$ cat config.mk
export PLATFORM = sky130hd
export DESIGN_NAME = multichannel_pid_speed_control
export DESIGN_NICKNAME = d
export VERILOG_FILES = /design/src/design/pidsc_pkg.sv /design/src/design/pidsc_front.sv /design/src/design/pidsc_queue.sv /design/src/design/pidsc_back.sv /design/src/design/multichannel_pid_speed_control.sv
export SDC_FILE = /design/constraint.sdc
export NUM_CORES = 2
export LEC_CHECK = 0
export ABC_CLOCK_PERIOD_IN_PS = 9440
export BUFFER_PORTS_ARGS = -buffer_cell sky130_fd_sc_hd__clkbuf_2
export CAP_MARGIN = 20
export CORE_MARGIN = 4
export CORE_UTILIZATION = 55
export CTS_BUF_LIST = sky130_fd_sc_hd__clkbuf_8
export DETAILED_ROUTE_END_ITERATION = 12
export PLACE_DENSITY = 0.78
export REMOVE_ABC_BUFFERS = 1
export SLEW_MARGIN = 20
export SYNTH_ARGS = -nofsm -noshare
export SYNTH_HDL_FRONTEND = slang
export SYNTH_SLANG_ARGS = --single-unit
$ cat constraint.sdc
create_clock -name i_clk -period 9.44 [get_ports i_clk]
set_input_delay 0.472 -clock i_clk [delete_from_list [all_inputs] [get_ports i_clk]]
set_output_delay 0.472 -clock i_clk [all_outputs]
set_load 0.005 [all_outputs]
$ cat src/design/pidsc_pkg.sv
// Shared types and constants for the multichannel PID speed controller.
// No dependencies; every other design file imports this package.
`timescale 1ns / 1ps
`default_nettype none

package pidsc_pkg;

    localparam int NUM_CHANNELS   = 4;
    localparam int GAIN_FRAC_BITS = 8;
    localparam int CH_IDX_W       = (NUM_CHANNELS > 1) ? $clog2(NUM_CHANNELS) : 1;

    // error is 17 bit, derivative 18 bit, integral 32 bit, gains 16 bit unsigned
    localparam int ERR_W   = 17;
    localparam int DER_W   = 18;
    localparam int INT_W   = 32;
    localparam int GAIN_W  = 16;
    localparam int PROD_P_W = GAIN_W + 1 + ERR_W;
    localparam int PROD_I_W = GAIN_W + 1 + INT_W;
    localparam int PROD_D_W = GAIN_W + 1 + DER_W;
    localparam int SUM_W    = PROD_I_W + 2;
    localparam int QUOT_W   = SUM_W - GAIN_FRAC_BITS;

    localparam int Q_DEPTH = 4;
    localparam int Q_PTR_W = $clog2(Q_DEPTH);
    localparam int Q_CNT_W = $clog2(Q_DEPTH + 1);

    localparam int CFG_IDX_W = 4;

    typedef enum logic [CFG_IDX_W-1:0] {
        CFG_GAIN_P      = 4'd0,
        CFG_GAIN_I      = 4'd1,
        CFG_GAIN_D      = 4'd2,
        CFG_DRIVE_LIMIT = 4'd3
    } t_cfg_reg;

    typedef struct packed {
        logic [1:0]         channel;
        logic signed [15:0] target_speed;
        logic signed [15:0] measured_speed;
    } t_in;

    typedef struct packed {
        logic [1:0]  channel_out;
        logic [15:0] drive_value;
        logic        clamped;
    } t_out;

    typedef struct packed {
        logic [GAIN_W-1:0] gain_p;
        logic [GAIN_W-1:0] gain_i;
        logic [GAIN_W-1:0] gain_d;
        logic [15:0]       drive_limit;
    } t_cfg;

    // classified request handed from the front to the back
    typedef struct packed {
        logic [1:0]              channel;
        logic                    active;
        logic signed [ERR_W-1:0] err;
        logic signed [INT_W-1:0] integ;
        logic signed [DER_W-1:0] deriv;
    } t_job;

endpackage

`default_nettype wire

$ cat src/design/pidsc_front.sv
// Front end: error, saturating integral and derivative per channel.
// Holds the per-channel loop state. Depends on pidsc_pkg.
`timescale 1ns / 1ps
`default_nettype none

module pidsc_front (
    input  wire logic            i_clk,
    input  wire logic            i_rst_n,
    input  wire logic            i_accept,
    input  wire pidsc_pkg::t_in  i_req,
    output pidsc_pkg::t_job      o_job
);
    import pidsc_pkg::*;

    logic signed [INT_W-1:0] r_err_sum  [NUM_CHANNELS];
    logic signed [ERR_W-1:0] r_last_err [NUM_CHANNELS];

    logic [CH_IDX_W-1:0]     w_idx;
    logic                    w_active;
    logic signed [ERR_W-1:0] w_err;
    logic signed [INT_W:0]   w_wide;
    logic signed [INT_W-1:0] n_err_sum;
    logic signed [DER_W-1:0] w_deriv;

    assign w_idx    = CH_IDX_W'(i_req.channel);
    assign w_active = 32'(i_req.channel) < NUM_CHANNELS;
    assign w_err    = {i_req.target_speed[15], i_req.target_speed}
                    - {i_req.measured_speed[15], i_req.measured_speed};
    assign w_wide   = {r_err_sum[w_idx][INT_W-1], r_err_sum[w_idx]}
                    + {{(INT_W+1-ERR_W){w_err[ERR_W-1]}}, w_err};
    assign w_deriv  = {w_err[ERR_W-1], w_err}
                    - {r_last_err[w_idx][ERR_W-1], r_last_err[w_idx]};

    // saturate on overflow of the 32-bit integral
    always_comb begin
        if (w_wide[INT_W] != w_wide[INT_W-1]) begin
            n_err_sum = w_wide[INT_W] ? {1'b1, {(INT_W-1){1'b0}}}
                                      : {1'b0, {(INT_W-1){1'b1}}};
        end else begin
            n_err_sum = w_wide[INT_W-1:0];
        end
    end

    always_ff @(posedge i_clk) begin
        if (!i_rst_n) begin
            for (int k = 0; k < NUM_CHANNELS; k++) begin
                r_err_sum[k]  <= '0;
                r_last_err[k] <= '0;
            end
        end else if (i_accept && w_active) begin
            r_err_sum[w_idx]  <= n_err_sum;
            r_last_err[w_idx] <= w_err;
        end
    end

    always_comb begin
        o_job.channel = i_req.channel;
        o_job.active  = w_active;
        o_job.err     = w_err;
        o_job.integ   = n_err_sum;
        o_job.deriv   = w_deriv;
    end

`ifndef NO_ASSERTIONS
    a_last_err_kept: assert property (@(posedge i_clk) disable iff (!i_rst_n)
        (i_accept && w_active) |=> r_last_err[$past(w_idx)] == $past(w_err))
        else $error("last error not stored for stepped channel");
`endif

endmodule

`default_nettype wire

$ cat src/design/pidsc_queue.sv
// Short request queue between the front end and the arithmetic back end.
// Depends on pidsc_pkg.
`timescale 1ns / 1ps
`default_nettype none

module pidsc_queue (
    input  wire logic            i_clk,
    input  wire logic            i_rst_n,
    input  wire logic            i_push,
    input  wire pidsc_pkg::t_job i_push_data,
    output logic                 o_full,
    output logic                 o_pop_valid,
    input  wire logic            i_pop,
    output pidsc_pkg::t_job      o_pop_data
);
    import pidsc_pkg::*;

    t_job               r_mem [Q_DEPTH];
    logic [Q_PTR_W-1:0] r_wr_ptr;
    logic [Q_PTR_W-1:0] r_rd_ptr;
    logic [Q_CNT_W-1:0] r_count;

    assign o_full      = r_count == Q_CNT_W'(Q_DEPTH);
    assign o_pop_valid = r_count != '0;
    assign o_pop_data  = r_mem[r_rd_ptr];

    always_ff @(posedge i_clk) begin
        if (i_push) begin
            r_mem[r_wr_ptr] <= i_push_data;
        end
    end

    always_ff @(posedge i_clk) begin
        if (!i_rst_n) begin
            r_wr_ptr <= '0;
            r_rd_ptr <= '0;
            r_count  <= '0;
        end else begin
            if (i_push) begin
                r_wr_ptr <= r_wr_ptr + 1'b1;
            end
            if (i_pop) begin
                r_rd_ptr <= r_rd_ptr + 1'b1;
            end
            if (i_push && !i_pop) begin
                r_count <= r_count + 1'b1;
            end else if (!i_push && i_pop) begin
                r_count <= r_count - 1'b1;
            end
        end
    end

`ifndef NO_ASSERTIONS
    a_no_overflow: assert property (@(posedge i_clk) disable iff (!i_rst_n)
        !(i_push && o_full && !i_pop))
        else $error("request pushed into full queue");
    a_no_underflow: assert property (@(posedge i_clk) disable iff (!i_rst_n)
        i_pop |-> o_pop_valid)
        else $error("request popped from empty queue");
`endif

endmodule

`default_nettype wire

$ cat src/design/pidsc_back.sv
// Back end: three gain products, their sum, truncating shift and clamp.
// Three register stages with stall propagation. Depends on pidsc_pkg.
`timescale 1ns / 1ps
`default_nettype none

module pidsc_back (
    input  wire logic            i_clk,
    input  wire logic            i_rst_n,
    input  wire pidsc_pkg::t_cfg i_cfg,
    input  wire logic            i_job_valid,
    input  wire pidsc_pkg::t_job i_job,
    output logic                 o_job_pop,
    output logic                 o_out_valid,
    output pidsc_pkg::t_out      o_out_data,
    input  wire logic            i_out_stall
);
    import pidsc_pkg::*;

    // stage 1: products
    logic                       r_s1_v;
    logic [1:0]                 r_s1_ch;
    logic                       r_s1_active;
    logic signed [PROD_P_W-1:0] r_prod_p;
    logic signed [PROD_I_W-1:0] r_prod_i;
    logic signed [PROD_D_W-1:0] r_prod_d;
    // stage 2: sum
    logic                       r_s2_v;
    logic [1:0]                 r_s2_ch;
    logic                       r_s2_active;
    logic signed [SUM_W-1:0]    r_sum;
    // output register
    logic                       r_out_v;
    logic                       r_out_active;
    t_out                       r_out;

    logic                       w_out_free;
    logic                       w_s2_free;
    logic                       w_s1_free;
    logic signed [PROD_P_W-1:0] w_prod_p;
    logic signed [PROD_I_W-1:0] w_prod_i;
    logic signed [PROD_D_W-1:0] w_prod_d;
    logic [QUOT_W-1:0]          w_quot;
    logic                       w_small_neg;
    t_out                       n_out;

    assign w_out_free = !r_out_v || !i_out_stall;
    assign w_s2_free  = !r_s2_v || w_out_free;
    assign w_s1_free  = !r_s1_v || w_s2_free;
    assign o_job_pop  = i_job_valid && w_s1_free;

    assign w_prod_p = $signed({1'b0, i_cfg.gain_p}) * i_job.err;
    assign w_prod_i = $signed({1'b0, i_cfg.gain_i}) * i_job.integ;
    assign w_prod_d = $signed({1'b0, i_cfg.gain_d}) * i_job.deriv;

    // truncation toward zero: a negative sum above -2^frac truncates to zero
    assign w_quot      = r_sum[SUM_W-1:GAIN_FRAC_BITS];
    assign w_small_neg = (&w_quot) && (|r_sum[GAIN_FRAC_BITS-1:0]);

    always_comb begin
        n_out.channel_out = r_s2_ch;
        n_out.drive_value = '0;
        n_out.clamped     = 1'b0;
        if (r_s2_active) begin
            if (r_sum[SUM_W-1]) begin
                n_out.clamped = !w_small_neg;
            end else if (w_quot > QUOT_W'(i_cfg.drive_limit)) begin
                n_out.drive_value = i_cfg.drive_limit;
                n_out.clamped     = 1'b1;
            end else begin
                n_out.drive_value = w_quot[15:0];
            end
        end
    end

    always_ff @(posedge i_clk) begin
        if (w_s1_free) begin
            r_s1_ch     <= i_job.channel;
            r_s1_active <= i_job.active;
            r_prod_p    <= w_prod_p;
            r_prod_i    <= w_prod_i;
            r_prod_d    <= w_prod_d;
        end
        if (w_s2_free) begin
            r_s2_ch     <= r_s1_ch;
            r_s2_active <= r_s1_active;
            r_sum       <= SUM_W'(r_prod_p) + SUM_W'(r_prod_i) + SUM_W'(r_prod_d);
        end
        if (w_out_free) begin
            r_out        <= n_out;
            r_out_active <= r_s2_active;
        end
    end

    always_ff @(posedge i_clk) begin
        if (!i_rst_n) begin
            r_s1_v  <= 1'b0;
            r_s2_v  <= 1'b0;
            r_out_v <= 1'b0;
        end else begin
            if (w_s1_free) begin
                r_s1_v <= i_job_valid;
            end
            if (w_s2_free) begin
                r_s2_v <= r_s1_v;
            end
            if (w_out_free) begin
                r_out_v <= r_s2_v;
            end
        end
    end

    assign o_out_valid = r_out_v;
    assign o_out_data  = r_out;

`ifndef NO_ASSERTIONS
    a_drive_in_range: assert property (@(posedge i_clk) disable iff (!i_rst_n)
        r_out_v |-> r_out.drive_value <= i_cfg.drive_limit)
        else $error("drive value above limit");
    a_idle_channel: assert property (@(posedge i_clk) disable iff (!i_rst_n)
        (r_out_v && !r_out_active) |-> (r_out.drive_value == '0 && !r_out.clamped))
        else $error("absent channel produced a drive");
`endif

endmodule

`default_nettype wire

$ cat src/design/multichannel_pid_speed_control.sv
// Four-channel positional PID speed controller: top level with config registers.
// Depends on pidsc_pkg, pidsc_front, pidsc_queue and pidsc_back.
`timescale 1ns / 1ps
`default_nettype none

// Takes one request per clock while o_in_stall is low and returns one drive
// result per request, in order. The front end updates the channel's integral
// and last error in the cycle the request is taken, and a four-entry queue
// feeds a three-stage back end (products, sum, clamp and output register); the
// sustained rate is one request per cycle while the output is not stalled. A
// stalled output fills the back end and then the queue before o_in_stall rises.
// Gains and the drive limit are shared by all channels and should only be
// written while no request is in flight; the config port is always ready.
module multichannel_pid_speed_control (
    input  wire logic                       i_clk,
    input  wire logic                       i_rst_n,
    input  wire logic                       i_in_valid,
    input  wire pidsc_pkg::t_in             i_in_data,
    output logic                            o_in_stall,
    output logic                            o_out_valid,
    output pidsc_pkg::t_out                 o_out_data,
    input  wire logic                       i_out_stall,
    input  wire logic                       i_cfg_valid,
    output logic                            o_cfg_ready,
    input  wire logic [pidsc_pkg::CFG_IDX_W-1:0] i_cfg_index,
    input  wire logic [15:0]                i_cfg_data
);
    import pidsc_pkg::*;

    t_cfg r_cfg;
    t_job w_front_job;
    t_job w_queue_job;
    logic w_accept;
    logic w_full;
    logic w_job_valid;
    logic w_job_pop;

    assign o_cfg_ready = 1'b1;
    assign o_in_stall  = w_full;
    assign w_accept    = i_in_valid && !w_full;

    always_ff @(posedge i_clk) begin
        if (!i_rst_n) begin
            r_cfg.gain_p      <= 16'd256;
            r_cfg.gain_i      <= 16'd0;
            r_cfg.gain_d      <= 16'd0;
            r_cfg.drive_limit <= 16'd255;
        end else if (i_cfg_valid && o_cfg_ready) begin
            case (i_cfg_index)
                CFG_GAIN_P:      r_cfg.gain_p      <= i_cfg_data;
                CFG_GAIN_I:      r_cfg.gain_i      <= i_cfg_data;
                CFG_GAIN_D:      r_cfg.gain_d      <= i_cfg_data;
                CFG_DRIVE_LIMIT: r_cfg.drive_limit <= i_cfg_data;
                default: ;
            endcase
        end
    end

    pidsc_front u_front (
        .i_clk    (i_clk),
        .i_rst_n  (i_rst_n),
        .i_accept (w_accept),
        .i_req    (i_in_data),
        .o_job    (w_front_job)
    );

    pidsc_queue u_queue (
        .i_clk       (i_clk),
        .i_rst_n     (i_rst_n),
        .i_push      (w_accept),
        .i_push_data (w_front_job),
        .o_full      (w_full),
        .o_pop_valid (w_job_valid),
        .i_pop       (w_job_pop),
        .o_pop_data  (w_queue_job)
    );

    pidsc_back u_back (
        .i_clk       (i_clk),
        .i_rst_n     (i_rst_n),
        .i_cfg       (r_cfg),
        .i_job_valid (w_job_valid),
        .i_job       (w_queue_job),
        .o_job_pop   (w_job_pop),
        .o_out_valid (o_out_valid),
        .o_out_data  (o_out_data),
        .i_out_stall (i_out_stall)
    );

endmodule

`default_nettype wire

==> flow_summary.toml <==
[routing]
post-route-drc-count = 0
wl_um = 174000
wl_per_cell_um = 20.2
first_pass_iters = 6
vias = 48082
drt_iter0_drc = 3777
drt-vias-per-instance = 5.60
antenna_left = 0

[finish]
layout-drive-gt1-share_pct = 6.71
fillers = 10443
final_util_pct = 59.2
final_cell_area_um2 = 77000
syn_to_final_growth_pct = 6.34
layout.nets = 8322

[worst_setup_path]
worstSetupStartpointType = "flop"
ff2ff_path_depth = 24
cp_max_fo = 25
path_delay_family = "adder cells"
cp.arrival_ns = 8.73
path_buf_inv = 5
cp.required_ns = 10.03
path_depth = 24
setup.worst_path.class = "reg2reg"
cp_slowest_cell = "mux4_2"
path_cells = "buf_4 -> mux4_2 -> and2_1 -> fa_1 -> inv_1 -> fa_1 -> fa_1 -> inv_1 -> fa_1 -> fa_1 -> inv_1 -> fa_1 -> inv_1 -> ha_1 -> and3_1 -> nand4_1 -> or4_1 -> a2111o_1 -> nand4_1 -> a221oi_1 -> o31ai_1 -> o21a_1 -> nor2_1 -> xnor2_1"
cpPeakStageDelay_ns = 0.76
cp-end-kind = "flop"
cp_common_cell = "fa_1"

[cts]
htreeDepth = 3
numCtsBuffers = 116
clockBufferDepth = 3
cts.sinks = 740
clkTransAtPathRegs_ns = 0.06
root_buffer = "clkbuf_8"
insertion_delay_ns = 0.87
cts_tree = "built"
cts_resized = 0

[yosys]
synth_top_family_by_area = "adder cells"
synth-simple-area-share_pct = 12.5
synth.distinct_cells = 75
synth_xor_area_share_pct = 2.49
synth_seq_area_share_pct = 29.6
synth-compound-area-share_pct = 5.72
synth_edf_count = 664
ys_ff_latch = 740
synth_area_per_cell_um2 = 10.8
synth_fa_ha_area_share_pct = 37.1
synth_flop_cell = "edfxtp_1"
muxShareOfSynthArea_pct = 4.36
syn_area_um2 = 72400
synth_area_leader_cell = "fa_1"
syn_inst = 6733
async_flop_share_pct = 0
yosys-top-cells-area = "fa_1, edfxtp_1, ha_1, inv_1, and2_1"
yosysTopAreaCellShare_pct = 28.9
synth_warnings = 0

[floorplanning]
initial_core_util_pct = 55.6
dieArea_um2 = 138000
die_width_um = 371
io_pins = 81
die-height_um = 371
design.core.area_um2 = 130000
rows = 132

[hold_path]
holdPathStages = 3
hold_class = "in2reg"

[power]
power.leakage_nw = 36.0
peakVddDrop_uv = 159
p_per_area_nw_per_um2 = 200
p_total_w = 0.0154

[sta]
finalWorstSetupSlack_ns = 1.30
setup_tns_ns = 0
hold_viol_final = 0
tightest_slew_ns = 1.11
finalCriticalPeriod_ns = 8.14
rsz0062_at_grt = "no"
fin_worst_skew_ns = 0.0713
timing.slew.headroom_pct = 25.8
timing.fmax_ghz = 0.123
final_max_slew_viol_count = 0
fin_crit_sh_pct = 86.2
setup-violations-final = 0

[global_routing]
track_usage_pct = 26.2
first_global_vias = 52104
grt_antenna_before_repair = 7
grt_max_degree = 76
gr-total-overflow = 0
grt_first_pass_wirelength_um = 281000

[placed_design]
port_buffers = 79
place_area_um2 = 74600
gp_congestion = 0.921
pre_cts_slack_ns = 1.28
dp_hpwl_um = 133000

[run_status]
status = "finished, final reports clean"

[flow_run]
maxCapViolCount = 0
==> cell usage after synthesis (all sizes together), types with 76 or more instances <==
library cell / n
inv: 1338
fa: 1045
nand2: 705
edfxtp: 664
and2: 521
ha: 469
nor2: 345
clkbuf: 220
a21oi: 186
xnor2: 153
mux4: 117
o21ai: 111
a21o: 86
dfxtp: 76
==> what timing repair did <==
action,4_1_cts,5_1_grt
hold buffers,4,0
buffers inserted,0,0
hold endpoints to repair,4,0
==> power breakdown <==
group	leakage, nW	switching, W	total [W]	internal [W]
Clock	1.33	0.00131	0.00279	0.00148
Sequential	7.38	0.000396	0.00501	0.00461
Combinational	27.3	0.00487	0.00763	0.00275
Total	36.0	0.00658	0.0154	0.00884
==> worst register-to-register path, stage by stage, from the launching register on <==
cell,delay (ns)
dfxtp_4,0.69
buf_4,0.43
mux4_2,0.77
and2_1,0.27
fa_1,0.53
inv_1,0.05
fa_1,0.45
fa_1,0.51
inv_1,0.05
fa_1,0.46
fa_1,0.52
inv_1,0.05
fa_1,0.52
inv_1,0.05
ha_1,0.40
and3_1,0.23
nand4_1,0.14
or4_1,0.49
a2111o_1,0.36
nand4_1,0.12
a221oi_1,0.13
o31ai_1,0.34
o21a_1,0.15
nor2_1,0.04
xnor2_1,0.12
==> metal layers <==
layer	part of all wire (%)	global-route usage (%)	wire length, µm	up-vias
met5	0.026	0	45	-
met4	3.6	9.46	6330	6
met3	8.7	5.65	15100	360
met2	48	43.6	83500	1945
met1	40	34.0	68700	24291
li1	-	-	-	21480
==> area by class of cell <==
class | count | area [µm²] | share of cell area (%)
Timing Repair Buffer | 142 | 881 | 1.14
Clock buffer | 120 | 1650 | 2.14
Multi-Input combinational cell | 4411 | 45000 | 58.5
Inverter | 1338 | 5020 | 6.52
Tap cell | 1742 | 2180 | 2.83
Antenna cell | 5 | 12.5 | 0.0162
Clock inverter | 85 | 744 | 0.967
Sequential cell | 740 | 21500 | 27.9
==> through the flow <==
stage | hold slack (ns) | cells
final | 0.0780 | 8583
after global routing | 0.0526 | 8582
after detailed placement | 0.455 | 8369
after floorplan | 0.400 | 6489
after CTS | 0.0135 | 8578
after global placement | 0.455 | 8369
==> state kept, by name, summed over array words and instances, names as in the netlist, 34 cells and up, named ones only <==
name,flops
u_back.r_sum,51
u_front.r_err_sum,128
u_back.r_prod_p,34
u_queue.r_mem,276
u_back.r_prod_i,49
r_cfg,64
u_back.r_prod_d,35
u_front.r_last_err,68
==> cells by family (layout without fill, tap and decap cells) <==
| logic type | after synthesis | in the layout |
|---|---|---|
| AOI/OAI and AO/OA | 638 | 638 |
| xor gates and xnor gates | 206 | 206 |
| adders and majority gates | 1523 | 1523 |
| buffers and inverters | 1582 | 1685 |
| DFF | 740 | 740 |
| muxes | 169 | 169 |
| other | 1 | 6 |
| and+or+nand+nor | 1874 | 1874 |
==> path summary, 6_finish.rpt <==
check / from / endpoint / slack [ns]
setup / recovery: flop / u_back.r_prod_i[48] / 1.30
setup reg to reg: flop / u_back.r_prod_i[48] / 1.30
hold / removal: i_cfg_data[6] / r_cfg[54] / 0.08
hold reg to reg: u_back.r_s2_ch[1] / u_back.o_out_data[18] / 0.48
==> layout by cell type (no fill, tap or decap), types with 23 or more instances in the layout <==
cell type and n:
nand4_1 26, mux4_2 117, a21o_1 86, ha_1 469
dfxtp_1 69, nand2b_1 24, o21a_1 42, a211oi_1 27
o21bai_1 23, nand2_1 701, inv_1 1371, buf_4 60
clkbuf_2 78, a21boi_0 37, xor2_1 53, clkbuf_8 120
edfxtp_1 664, fa_1 1045, nor2b_1 68, and2_1 517
a21oi_1 186, nand3_1 60, nor3_1 40, o21ai_0 92
xnor2_1 153, nor2_1 345, mux2i_1 51
Note: power is estimated with default switching activity, not from simulation.
